`config.mk`:
```
export PLATFORM = sky130hd
export DESIGN_NAME = sorted_timer_event_queue_unit
export DESIGN_NICKNAME = d
export VERILOG_FILES = /design/src/hw/rtl/stq_pkg.sv /design/src/hw/rtl/stq_datapath.sv /design/src/hw/rtl/stq_ctrl.sv /design/src/hw/rtl/sorted_timer_event_queue_unit.sv
export SDC_FILE = /design/constraint.sdc
export NUM_CORES = 2
export LEC_CHECK = 0
export BUFFER_PORTS_ARGS = -buffer_cell sky130_fd_sc_hd__buf_2
export CAP_MARGIN = 20
export CORE_MARGIN = 4
export CORE_UTILIZATION = 34
export CTS_BUF_LIST = sky130_fd_sc_hd__clkbuf_8
export CTS_CLUSTER_DIAMETER = 50
export DETAILED_ROUTE_END_ITERATION = 6
export PLACE_DENSITY = 0.55
export SETUP_SLACK_MARGIN = 0.15
export SLEW_MARGIN = 20
export SYNTH_ARGS = -nofsm -noshare
export SYNTH_HDL_FRONTEND = slang
export SYNTH_SLANG_ARGS = --single-unit
```
`constraint.sdc`:
```
create_clock -name clk -period 10.7 [get_ports clk]
set_input_delay 2.14 -clock clk [delete_from_list [all_inputs] [get_ports clk]]
set_output_delay 2.14 -clock clk [all_outputs]
set_load 0.02 [all_outputs]
```
`src/hw/rtl/stq_pkg.sv`:
```
// Shared types, codes and constants for the sorted timer event queue.
package stq_pkg;

	localparam int CAPACITY_DEF = 32;
	localparam int MAX_RESULTS  = 32;
	localparam int TIME_W       = 32;
	localparam int ID_W         = 31;
	localparam int PEND_W       = 6;
	localparam int IN_TDATA_W   = 128;
	localparam int OUT_TDATA_W  = 104;

	localparam logic [ID_W-1:0] ID_MAX = {ID_W{1'b1}};

	typedef enum logic [1:0] {
		FN_ADD    = 2'd0,
		FN_DELETE = 2'd1,
		FN_RUN    = 2'd2,
		FN_REARM  = 2'd3
	} func_t;

	typedef enum logic [2:0] {
		ST_OK       = 3'd0,
		ST_ZERO     = 3'd1,
		ST_FULL     = 3'd2,
		ST_NOTFOUND = 3'd3,
		ST_EXPIRED  = 3'd4,
		ST_NONE     = 3'd5
	} status_t;

	typedef enum logic [2:0] {
		PTR_HOLD,
		PTR_ZERO,
		PTR_INC,
		PTR_DEC,
		PTR_TOP,
		PTR_GAP
	} ptr_op_t;

	typedef enum logic [1:0] {
		WR_UP_RDATA,
		WR_UP_NEW,
		WR_PTR_NEW,
		WR_BACK_RDATA
	} wr_op_t;

	typedef enum logic [1:0] {
		CNT_HOLD,
		CNT_INC,
		CNT_SUB_GAP
	} cnt_op_t;

	// One stored event
	typedef struct packed {
		logic [TIME_W-1:0] deadline;
		logic [ID_W-1:0]   id;
		logic [TIME_W-1:0] interval;
	} entry_t;

	// Controller to datapath
	typedef struct packed {
		logic    accept;
		ptr_op_t ptr_op;
		logic    gap_one;
		logic    gap_ptr;
		logic    we;
		wr_op_t  wr_op;
		cnt_op_t cnt_op;
		logic    id_adv;
		logic    emit;
		status_t res;
	} cmd_t;

	// Datapath to controller
	typedef struct packed {
		func_t in_func;
		logic  in_zero;
		func_t cur_func;
		logic  full;
		logic  empty;
		logic  ins_less;
		logic  ptr_zero;
		logic  ptr_last;
		logic  ptr_lt_count;
		logic  run_due;
		logic  id_match;
		logic  emit_last;
		logic  out_free;
	} sts_t;

endpackage

```
`src/hw/rtl/stq_datapath.sv`:
```
// Event store, index registers, deadline arithmetic and result register.
module stq_datapath #(
	parameter int CAPACITY = stq_pkg::CAPACITY_DEF
) (
	input  logic                             clk,
	input  logic                             arst_n,
	input  logic [1:0]                       in_tuser,   // func
	input  logic [stq_pkg::IN_TDATA_W-1:0]   in_tdata,   // now_ms, delay_ms, event_id, base_ms
	input  stq_pkg::cmd_t                    cmd,
	output stq_pkg::sts_t                    sts,
	input  logic                             out_tready,
	output logic                             out_tvalid,
	output logic [stq_pkg::OUT_TDATA_W-1:0]  out_tdata,  // out_id, interval_ms, deadline_ms, pending
	output logic [2:0]                       out_tuser,  // status
	output logic                             out_tlast
);
	import stq_pkg::*;

	localparam int CW = $clog2(CAPACITY + 1);
	localparam int AW = $clog2(CAPACITY);

	entry_t mem [CAPACITY];
	entry_t rdata_s1;

	// Latched item
	func_t             func_q;
	logic [TIME_W-1:0] now_q;
	logic [TIME_W-1:0] delay_q;
	logic [ID_W-1:0]   eid_q;
	logic [ID_W-1:0]   ins_id_q;
	logic [TIME_W-1:0] newdl_q;

	logic [CW-1:0]   count_q, ptr_q, gap_q, ptr_d, waddr;
	logic [ID_W-1:0] next_id_q;
	logic [AW-1:0]   raddr;
	entry_t          wdata, new_entry;

	logic [TIME_W-1:0] in_now, in_delay, in_base, base_sel, dl_sum, dl_new;
	logic [ID_W-1:0]   in_eid;
	func_t             in_func;

	// Result register
	logic              out_valid_q;
	status_t           res_status_q;
	logic [ID_W-1:0]   res_id_q;
	logic [TIME_W-1:0] res_iv_q;
	logic [TIME_W-1:0] res_dl_q;
	logic              res_last_q;
	logic [PEND_W-1:0] res_pend_q;

	assign in_func  = func_t'(in_tuser);
	assign in_now   = in_tdata[31:0];
	assign in_delay = in_tdata[63:32];
	assign in_eid   = in_tdata[94:64];
	assign in_base  = in_tdata[126:95];

	// Deadline: base (now if zero or add) plus delay, clamped to now
	always_comb begin
		base_sel = (in_func == FN_ADD || in_base == '0) ? in_now : in_base;
		dl_sum   = base_sel + in_delay;
		dl_new   = (dl_sum < in_now) ? in_now : dl_sum;
	end

	// Input latch
	always_ff @(posedge clk) begin
		if (cmd.accept) begin
			func_q   <= in_func;
			now_q    <= in_now;
			delay_q  <= in_delay;
			eid_q    <= in_eid;
			ins_id_q <= (in_func == FN_ADD) ? next_id_q : in_eid;
			newdl_q  <= dl_new;
		end
	end

	// Pointer next value
	always_comb begin
		case (cmd.ptr_op)
			PTR_HOLD: ptr_d = ptr_q;
			PTR_ZERO: ptr_d = '0;
			PTR_INC:  ptr_d = ptr_q + CW'(1);
			PTR_DEC:  ptr_d = ptr_q - CW'(1);
			PTR_TOP:  ptr_d = count_q - CW'(1);
			PTR_GAP:  ptr_d = gap_q;
			default:  ptr_d = ptr_q;
		endcase
	end

	assign raddr     = (ptr_d < CW'(CAPACITY)) ? ptr_d[AW-1:0] : '0;
	assign new_entry = '{deadline: newdl_q, id: ins_id_q, interval: delay_q};

	// Write port selection
	always_comb begin
		case (cmd.wr_op)
			WR_UP_RDATA: begin
				waddr = ptr_q + CW'(1);
				wdata = rdata_s1;
			end
			WR_UP_NEW: begin
				waddr = ptr_q + CW'(1);
				wdata = new_entry;
			end
			WR_PTR_NEW: begin
				waddr = ptr_q;
				wdata = new_entry;
			end
			WR_BACK_RDATA: begin
				waddr = ptr_q - gap_q;
				wdata = rdata_s1;
			end
			default: begin
				waddr = ptr_q;
				wdata = rdata_s1;
			end
		endcase
	end

	// Event memory, registered read at the next pointer
	always_ff @(posedge clk) begin
		if (cmd.we)
			mem[waddr[AW-1:0]] <= wdata;
		rdata_s1 <= mem[raddr];
	end

	// Control registers
	always_ff @(posedge clk or negedge arst_n) begin
		if (!arst_n) begin
			count_q   <= '0;
			ptr_q     <= '0;
			gap_q     <= '0;
			next_id_q <= ID_W'(1);
		end else begin
			ptr_q <= ptr_d;
			if (cmd.gap_one)
				gap_q <= CW'(1);
			else if (cmd.gap_ptr)
				gap_q <= ptr_q;
			case (cmd.cnt_op)
				CNT_INC:     count_q <= count_q + CW'(1);
				CNT_SUB_GAP: count_q <= count_q - gap_q;
				default:     count_q <= count_q;
			endcase
			if (cmd.id_adv && func_q == FN_ADD)
				next_id_q <= (next_id_q == ID_MAX) ? ID_W'(1) : next_id_q + ID_W'(1);
		end
	end

	// Status to controller
	always_comb begin
		sts.in_func      = in_func;
		sts.in_zero      = (in_delay == '0);
		sts.cur_func     = func_q;
		sts.full         = (count_q == CW'(CAPACITY));
		sts.empty        = (count_q == '0);
		sts.ins_less     = (newdl_q < rdata_s1.deadline);
		sts.ptr_zero     = (ptr_q == '0);
		sts.ptr_last     = ((ptr_q + CW'(1)) >= count_q);
		sts.ptr_lt_count = (ptr_q < count_q);
		sts.run_due      = (ptr_q < count_q) && (int'(ptr_q) < MAX_RESULTS) &&
			(rdata_s1.deadline <= now_q);
		sts.id_match     = (rdata_s1.id == eid_q);
		sts.emit_last    = ((ptr_q + CW'(1)) == gap_q);
		sts.out_free     = !out_valid_q || out_tready;
	end

	// Result valid
	always_ff @(posedge clk or negedge arst_n) begin
		if (!arst_n)
			out_valid_q <= 1'b0;
		else if (cmd.emit)
			out_valid_q <= 1'b1;
		else if (out_tready)
			out_valid_q <= 1'b0;
	end

	// Result payload
	always_ff @(posedge clk) begin
		if (cmd.emit) begin
			res_status_q <= cmd.res;
			res_last_q   <= 1'b1;
			res_pend_q   <= PEND_W'(count_q);
			res_id_q     <= '0;
			res_iv_q     <= '0;
			res_dl_q     <= '0;
			case (cmd.res)
				ST_EXPIRED: begin
					res_id_q   <= rdata_s1.id;
					res_iv_q   <= rdata_s1.interval;
					res_dl_q   <= rdata_s1.deadline;
					res_last_q <= ((ptr_q + CW'(1)) == gap_q);
					res_pend_q <= PEND_W'(count_q - gap_q);
				end
				ST_OK: begin
					if (func_q == FN_DELETE) begin
						res_id_q <= eid_q;
					end else begin
						res_id_q <= ins_id_q;
						res_iv_q <= delay_q;
						res_dl_q <= newdl_q;
					end
				end
				ST_NOTFOUND: res_id_q <= eid_q;
				default: res_id_q <= '0;
			endcase
		end
	end

	assign out_tvalid = out_valid_q;
	assign out_tuser  = res_status_q;
	assign out_tlast  = res_last_q;
	assign out_tdata  = {3'b000, res_pend_q, res_dl_q, res_iv_q, res_id_q};

endmodule

```
`src/hw/rtl/stq_ctrl.sv`:
```
// Sequencer for insert, delete, expiry run and compaction.
module stq_ctrl (
	input  logic          clk,
	input  logic          arst_n,
	input  logic          in_tvalid,
	output logic          in_tready,
	input  stq_pkg::sts_t sts,
	output stq_pkg::cmd_t cmd
);
	import stq_pkg::*;

	typedef enum logic [2:0] {
		S_IDLE,
		S_INS_CMP,
		S_INS_PUT,
		S_DEL_CMP,
		S_RUN_SCAN,
		S_RUN_EMIT,
		S_MOVE,
		S_RESP
	} state_t;

	state_t  state_q, state_d;
	status_t res_q, res_d;

	assign in_tready = (state_q == S_IDLE);

	// Next state and commands
	always_comb begin
		state_d = state_q;
		res_d   = res_q;
		cmd     = '0;
		cmd.res = res_q;
		case (state_q)
			S_IDLE: begin
				if (in_tvalid) begin
					cmd.accept = 1'b1;
					case (sts.in_func)
						FN_ADD, FN_REARM: begin
							if (sts.in_func == FN_ADD && sts.in_zero) begin
								res_d   = ST_ZERO;
								state_d = S_RESP;
							end else if (sts.full) begin
								res_d   = ST_FULL;
								state_d = S_RESP;
							end else if (sts.empty) begin
								cmd.ptr_op = PTR_ZERO;
								state_d    = S_INS_PUT;
							end else begin
								cmd.ptr_op = PTR_TOP;
								state_d    = S_INS_CMP;
							end
						end
						FN_DELETE: begin
							if (sts.empty) begin
								res_d   = ST_NOTFOUND;
								state_d = S_RESP;
							end else begin
								cmd.ptr_op = PTR_ZERO;
								state_d    = S_DEL_CMP;
							end
						end
						default: begin
							if (sts.empty) begin
								res_d   = ST_NONE;
								state_d = S_RESP;
							end else begin
								cmd.ptr_op = PTR_ZERO;
								state_d    = S_RUN_SCAN;
							end
						end
					endcase
				end
			end
			// Walk down from the top, moving later deadlines up one slot
			S_INS_CMP: begin
				cmd.we = 1'b1;
				if (sts.ins_less) begin
					cmd.wr_op = WR_UP_RDATA;
					if (sts.ptr_zero)
						state_d = S_INS_PUT;
					else
						cmd.ptr_op = PTR_DEC;
				end else begin
					cmd.wr_op  = WR_UP_NEW;
					cmd.cnt_op = CNT_INC;
					cmd.id_adv = 1'b1;
					res_d      = ST_OK;
					state_d    = S_RESP;
				end
			end
			S_INS_PUT: begin
				cmd.we     = 1'b1;
				cmd.wr_op  = WR_PTR_NEW;
				cmd.cnt_op = CNT_INC;
				cmd.id_adv = 1'b1;
				res_d      = ST_OK;
				state_d    = S_RESP;
			end
			// Search by id from the head
			S_DEL_CMP: begin
				if (sts.id_match) begin
					cmd.ptr_op  = PTR_INC;
					cmd.gap_one = 1'b1;
					res_d       = ST_OK;
					state_d     = S_MOVE;
				end else if (sts.ptr_last) begin
					res_d   = ST_NOTFOUND;
					state_d = S_RESP;
				end else begin
					cmd.ptr_op = PTR_INC;
				end
			end
			// Count due events at the head
			S_RUN_SCAN: begin
				if (sts.run_due) begin
					cmd.ptr_op = PTR_INC;
				end else if (sts.ptr_zero) begin
					res_d   = ST_NONE;
					state_d = S_RESP;
				end else begin
					cmd.gap_ptr = 1'b1;
					cmd.ptr_op  = PTR_ZERO;
					state_d     = S_RUN_EMIT;
				end
			end
			S_RUN_EMIT: begin
				if (sts.out_free) begin
					cmd.emit = 1'b1;
					cmd.res  = ST_EXPIRED;
					if (sts.emit_last) begin
						cmd.ptr_op = PTR_GAP;
						state_d    = S_MOVE;
					end else begin
						cmd.ptr_op = PTR_INC;
					end
				end
			end
			// Close the gap left by removed entries
			S_MOVE: begin
				if (sts.ptr_lt_count) begin
					cmd.we     = 1'b1;
					cmd.wr_op  = WR_BACK_RDATA;
					cmd.ptr_op = PTR_INC;
				end else begin
					cmd.cnt_op = CNT_SUB_GAP;
					state_d    = (sts.cur_func == FN_RUN) ? S_IDLE : S_RESP;
				end
			end
			S_RESP: begin
				if (sts.out_free) begin
					cmd.emit = 1'b1;
					state_d  = S_IDLE;
				end
			end
			default: state_d = S_IDLE;
		endcase
	end

	// State and registered result code
	always_ff @(posedge clk or negedge arst_n) begin
		if (!arst_n) begin
			state_q <= S_IDLE;
			res_q   <= ST_OK;
		end else begin
			state_q <= state_d;
			res_q   <= res_d;
		end
	end

endmodule

```
`src/hw/rtl/sorted_timer_event_queue_unit.sv`:
```
// Top level of the sorted timer event queue.
//
// Commands enter on the s_axis channel: tuser carries the function (add,
// delete by id, run expirations, rearm), tdata the times and the id.
// Results leave on the m_axis channel: tuser carries the status, tlast
// marks the final result of a command. Add, delete and rearm give one
// result; a run gives one result per expired event (at most 32) or one
// "nothing expired" result.
// One command is worked at a time. An insert walks down from the tail,
// one stored event per cycle; a delete scans by id and compacts; a run
// scans the due events at the head, emits them and compacts. The event
// memory allows one registered read and one write per cycle.
// After reset the queue is empty and the id counter is 1; no clearing
// pass is needed. A stalled receiver holds the result register and the
// sequencer waits at its next result; no result is dropped.
module sorted_timer_event_queue_unit #(
	parameter int CAPACITY = stq_pkg::CAPACITY_DEF
) (
	input  logic                             clk,
	input  logic                             arst_n,
	input  logic                             s_axis_tvalid,
	output logic                             s_axis_tready,
	input  logic [stq_pkg::IN_TDATA_W-1:0]   s_axis_tdata,  // now_ms, delay_ms, event_id, base_ms
	input  logic [1:0]                       s_axis_tuser,  // func
	output logic                             m_axis_tvalid,
	input  logic                             m_axis_tready,
	output logic [stq_pkg::OUT_TDATA_W-1:0]  m_axis_tdata,  // out_id, interval_ms, deadline_ms, pending
	output logic [2:0]                       m_axis_tuser,  // status
	output logic                             m_axis_tlast
);
	import stq_pkg::*;

	cmd_t cmd;
	sts_t sts;

	stq_ctrl u_ctrl (
		.clk       (clk),
		.arst_n    (arst_n),
		.in_tvalid (s_axis_tvalid),
		.in_tready (s_axis_tready),
		.sts       (sts),
		.cmd       (cmd)
	);

	stq_datapath #(
		.CAPACITY (CAPACITY)
	) u_datapath (
		.clk        (clk),
		.arst_n     (arst_n),
		.in_tuser   (s_axis_tuser),
		.in_tdata   (s_axis_tdata),
		.cmd        (cmd),
		.sts        (sts),
		.out_tready (m_axis_tready),
		.out_tvalid (m_axis_tvalid),
		.out_tdata  (m_axis_tdata),
		.out_tuser  (m_axis_tuser),
		.out_tlast  (m_axis_tlast)
	);

endmodule
```
# Yosys cells after proc, flatten, opt, wreduce, memory -nomap -nowiden
# Memories as Yosys holds them, arrays and structs flattened. A register that Yosys moved wholly into a read port is not among the register bits.
# Index checks and enable logic that the tools add are counted.
# op_classes
addsub	8
n_lt_le_gt_ge	7
eq_ne	40
mux	85
reduce_logical	26
# ops
op	count
$pmux W95 S2	1
$mux W32	4
$pmux W32 S2	2
$mux W3	35
$mux W31	3
$pmux W31 S3	1
$logic_not A32 Y1	2
$lt A32 B32 Y1	2
$add A32 B32 Y32	1
$le A32 B32 Y1	1
$add A31 B1 Y31 const B	1
$eq A31 B31 Y1	1
$eq A31 B31 Y1 const B	1
$pmux W5 S3	2
$pmux W6 S5	1
$pmux W3 S8	1
$eq A3 B3 Y1 const B	7
$mux W6	3
$pmux W3 S6	1
$mux W2	8
$ne A2 B2 Y1 const B	8
$eq A3 B2 Y1 const B	5
$pmux W3 S5	1
$mux W1	14
other kinds (31)	60
# totals
regBits	321
mem_bits_rw	3040
n_memories	1
# mem_list
memory	depth	width	read_ports	rd_ports_with_merged_regs	write_ports	line_no	source
u_datapath.mem	32	95	1	1	1	stq_datapath.sv:22	entry_t mem [CAPACITY];

# Depth between registers and ports, before layout
# logic_depth
ltp_word	11
mapped_depth	34
mapped_depth_nobuf	31

# By module
# Synthesis repeated with hierarchy kept, for this count alone.
# hier_totals
cells_unflattened	9423
hier_area_um2	138549.1
# by_module_without_submodules
mod	n_inst	cells_per_inst	area_per_inst_um2	seq_area_each_um2
stq_datapath	1	9309	137680.8	102399.5
stq_ctrl	1	114	868.3	150.1

# Worst setup path before layout
# OpenSTA, ideal clock, no wires.
# synth_timing
path_type	input to register
startpoint	input m_axis_tready
endpoint	register, netlist name u_datapath.rdata_s1[44]
setup_ns	0.132
arrival_ns	9.693
path_slack_ns	0.875
path_stages	15
cell_sequence	nor2b_1 nor2_1 nand2_1 nor3_1 a21oi_1 o31ai_1 nor3_1 buf_2 nand2_1 o31a_1 buf_4 clkbuf_1 nor2_1 nor4_1 a211oi_2
# synth_between
elab_chain_len	7
word_cells_on_any_way	11
classes_between	1 x order compare; 5 x eq/ne; 4 x mux; 1 x reduce/logical
# synth_rtl
element	line_no	source
start: declaration	sorted_timer_event_queue_unit.sv:26	input logic m_axis_tready,
$logic_or A1 B1 Y1 *	stq_datapath.sv:163	sts.out_free = !out_valid_q || out_tready;
$mux W3 *	stq_ctrl.sv:128	if (sts.out_free) begin
$pmux W3 S6 *	stq_ctrl.sv:34	case (state_q)
$eq A3 B3 Y1 (tied with other cells)	stq_datapath.sv:78	case (cmd.ptr_op)
$pmux W6 S5 *	stq_datapath.sv:78	
$lt A6 B6 Y1	stq_datapath.sv:89	assign raddr = (ptr_d < CW'(CAPACITY)) ? ptr_d[AW-1:0] : '0;
$mux W5 *	stq_datapath.sv:89	
# Mark *: on every way between the ends. The rest lies on a longest branch, timed or not.
# A chain may end at the register's enable or synchronous reset.

# Worst setup path after layout
# layout_timing
startpoint	input s_axis_tdata[120] in the netlist's numbering
endpoint	register u_datapath.newdl_q[22], data pin
# layout_between
elab_chain_len	6
# layout_rtl
element	line_no	source
start: declaration	sorted_timer_event_queue_unit.sv:23	input logic [stq_pkg::IN_TDATA_W-1:0] s_axis_tdata,
$logic_not A32 Y1	stq_datapath.sv:59	base_sel = (in_func == FN_ADD || in_base == '0) ? in_now : in_base;
$logic_or A1 B1 Y1	stq_datapath.sv:59	
$mux W32 *	stq_datapath.sv:59	
$add A32 B32 Y32 *	stq_datapath.sv:60	dl_sum = base_sel + in_delay;
$lt A32 B32 Y1	stq_datapath.sv:61	dl_new = (dl_sum < in_now) ? in_now : dl_sum;
$mux W32 *	stq_datapath.sv:61	
via u_datapath.dl_new[22]	stq_datapath.sv:38	logic [TIME_W-1:0] in_now, in_delay, in_base, base_sel, dl_sum, dl_new;
end signal: assignment	stq_datapath.sv:72	newdl_q <= dl_new;
end: declaration	stq_datapath.sv:31	logic [TIME_W-1:0] newdl_q;
# Mark *: on every way through the listed nets, which the timed path passes. The rest lies on a longest branch.

==> results.py <==
metrics = {
    "timing": {
        "worst_slew_pin_slew_ns": 1.142,
        "report.final.slew_viol_count": 0,
        "finClkSkew_ns": 0.07149,
        "finalCritPeriodShare": 0.7753,
        "hold_viol_final": 0,
        "fmax_mhz": 120.5,
        "setup_viol_count_final": 0,
        "slew_headroom": 0.2385,
        "rsz0062_at_grt": "no",
        "tns_ns": 0,
        "layout_min_cycle_time_ns": 8.296,
    },
    "global_route": {
        "grt_max_degree": 146,
        "grt_pass1_wl_mm": 611.7,
        "first_global_vias": 83259,
        "antenna_found_initial": 19,
        "grt_use_total": 0.2015,
        "overflow": 0,
    },
    "place": {
        "place_area_um2": 145000,
        "io_buffers": 239,
        "dp_hpwl_mm": 227.3,
        "place_congestion": 0.8779,
    },
    "cells_and_area": {
        "final_common_cell": "edfxtp_1",
        "area_growth_pct": 12.81,
        "finish.instance_area_um2": 155100,
        "final_cell_mix": "edfxtp_1, nand2_1, clkbuf_8",
        "final_util": 0.3850,
        "drive_above_1_share": 0.1441,
        "fin_nets": 9756,
    },
    "yosys": {
        "ys_seq_area_frac": 0.7458,
        "ys_ff_latch": 3456,
        "ys_warn_count": 0,
        "syn_area_um2": 137500,
        "synth_area_per_cell_um2": 15.15,
        "async_flop_share": 0.01620,
        "syn_inst": 9074,
        "synthTopCellsByArea": "edfxtp_1, nand2_1, mux2i_1, o22ai_1, o221ai_1",
        "synth_top_area_share": 0.7218,
        "ys_types": 89,
        "yosysTopAreaCell": "edfxtp_1",
        "synth_ff_type": "edfxtp_1",
        "synth_edf_count": 3305,
    },
    "die": {
        "die_area_um2": 414700,
        "num_rows": 233,
        "core_area_um2": 402900,
        "start_util": 0.3413,
        "io_pins": 244,
        "die-width_um": 643.9,
        "die_h_um": 643.9,
    },
    "run_status": {
        "failed_checks": "design-rule violations",
        "status": "finished, violations left",
    },
    "flow_run": {
        "max-cap-violations": 0,
    },
    "clock_tree": {
        "cts_tree": "yes",
        "path_clk_slew_ns": 0.06,
        "cts_resized": 0,
        "post_cts_buffers": 0,
        "htreeDepth": 6,
        "clkLatencyLatePin_ns": 1.06,
        "cts.sinks": 3456,
        "clock_path_buffers": 4,
        "cts_inserted_buffers": 556,
        "hold_buffers": 0,
        "clockRootBuffer": "clkbuf_8",
    },
    "hold_path": {
        "hp-class": "reg -> reg",
    },
    "critical_path": {
        "end_kind": "flop",
        "crit_buf_inv": 2,
        "path_max_fanout": 58,
        "cp_top_family": "compound AO/OA/AOI/OAI gates",
        "slowest_stage": "a311o_2",
        "path_class": "in -> reg",
        "crit_path_start_kind": "primary input",
        "cp.arrival_ns": 9.07,
        "cpPeakStageDelay_ns": 0.71,
        "cp.required_ns": 11.47,
    },
    "detailed_routing": {
        "remaining_drc_errors": 27,
        "avgRoutedWirePerCell_um": 28.55,
        "num_vias": 85734,
        "drtPass1Iterations": 7,
        "drtIter0Drc": 10285,
        "avgViaCountPerCell": 5.597,
        "postRouteAntennaNets": 0,
        "wl_mm": 437.3,
    },
}
-- sequential cells by signal, indices dropped and copies added, names as in the netlist, 6 cells and up --
register	flops
u_datapath.res_id_q	31
u_datapath.res_dl_q	32
u_datapath.ptr_q	6
u_datapath.mem	3040
u_datapath.res_iv_q	32
u_datapath.eid_q	31
u_datapath.next_id_q	31
u_datapath.newdl_q	32
u_datapath.ins_id_q	31
u_datapath.rdata_s1	95
u_datapath.now_q	32
u_datapath.gap_q	6
u_datapath.count_q	6
u_datapath.res_pend_q	6
u_datapath.delay_q	32
-- synthesized netlist by cell type (10+ instances only) --
cell	n
and3_1	18
nand4_1	124
nor4_1	121
a21oi_1	379
and4_1	10
nor3_1	26
a31oi_1	96
o221ai_1	287
nand2b_1	14
nor2b_1	21
mux2i_1	385
a211oi_1	31
or3_1	13
dfxtp_1	95
o22ai_1	575
o21ai_0	306
nand2_1	1099
clkbuf_1	222
a211oi_2	74
xnor2_1	63
a222oi_1	31
a21o_1	30
xor2_1	44
dfrtp_1	55
nand3_1	336
edfxtp_1	3305
buf_2	264
buf_4	58
mux2_2	165
inv_1	165
ha_1	158
buf_1	30
nor2_1	206
a22o_1	37
o22a_1	95
-- area by class of cell --
type | count | area, um2
multi-input combinational | 4870 | 31980
antenna | 17 | 42.54
clock inverter | 401 | 1916
clock buffer | 592 | 8148
tap | 5405 | 6763
timing repair buffer | 410 | 3100
fill | 37458 | 247800
inverter | 167 | 626.9
sequential | 3456 | 102600
-- final timing paths --
kind                                          startpoint                        to  slack, ns  depth (start not counted)
worst min register to register  u_datapath.next_id_q[22]  u_datapath.next_id_q[22]       0.49                          1
worst max register to register   u_datapath.rdata_s1[93]    u_datapath.mem[11][11]       3.74                         18
worst min-delay path            u_datapath.next_id_q[22]  u_datapath.next_id_q[22]       0.49                          1
min in group asynchronous                         arst_n           u_ctrl.res_q[2]       1.32                          2
max in group asynchronous                         arst_n   u_datapath.next_id_q[7]       8.73                          2
worst max-delay path                   s_axis_tdata[120]    u_datapath.newdl_q[22]       2.40                         28
-- metal layers --
layer  vias up  global-route usage  part of all wire
li1      36559                   -                 -
met2      4269              0.3289              0.47
met4         0             0.06548             0.032
met3       780             0.03733             0.089
met1     44126              0.2714              0.41
met5         -                   0                 0
-- through the flow --
| step | cells | hold WS [ns] | setup slack (ns) |
|---|---|---|---|
| 2_1_floorplan | 9076 | 0.4492 | 0.8750 |
| 3_3_place_gp | 14306 | 0.4819 | 1.158 |
| 3_5_place_dp | 14307 | 0.4815 | 1.399 |
| 4_1_cts | 15300 | 0.4933 | 2.496 |
| 5_1_grt | 15315 | 0.5126 | 1.994 |
| 6_report | 15318 | 0.4946 | 2.404 |
-- worst reg2reg max path, cell delays in order, from the launching register on --
cell and delay (ns):
dfxtp_1 0.51, inv_1 0.12, ha_1 0.35, nand4_1 0.13, nor3_1 0.49, a32oi_1 0.42, nand2_1 0.17, a21o_1 0.30
nand3_1 0.16, and2_1 0.23, inv_1 0.08, ha_1 0.31, nor2_1 0.17, a22o_1 0.22, a21oi_1 0.40, nand3_1 0.43
nor2_4 0.74, buf_4 0.59, buf_4 0.71
-- logic make-up (layout without fill, tap and decap cells) --
group / after synthesis / after routing / synth area share
xor+xnor: 110 / 110 / 0.007307
simple gates: 2024 / 2024 / 0.06588
compound gates: 2022 / 2022 / 0.09970
other cells: 1 / 20 / 0.00002727
mux: 550 / 550 / 0.04154
fa+ha+maj: 161 / 161 / 0.01481
buf+inv: 750 / 1570 / 0.02495
flops: 3456 / 3456 / 0.7458
Power is left out: the tool's default activity adds up to more than one toggle a clock period on the data nets, which glitch-free logic cannot reach.
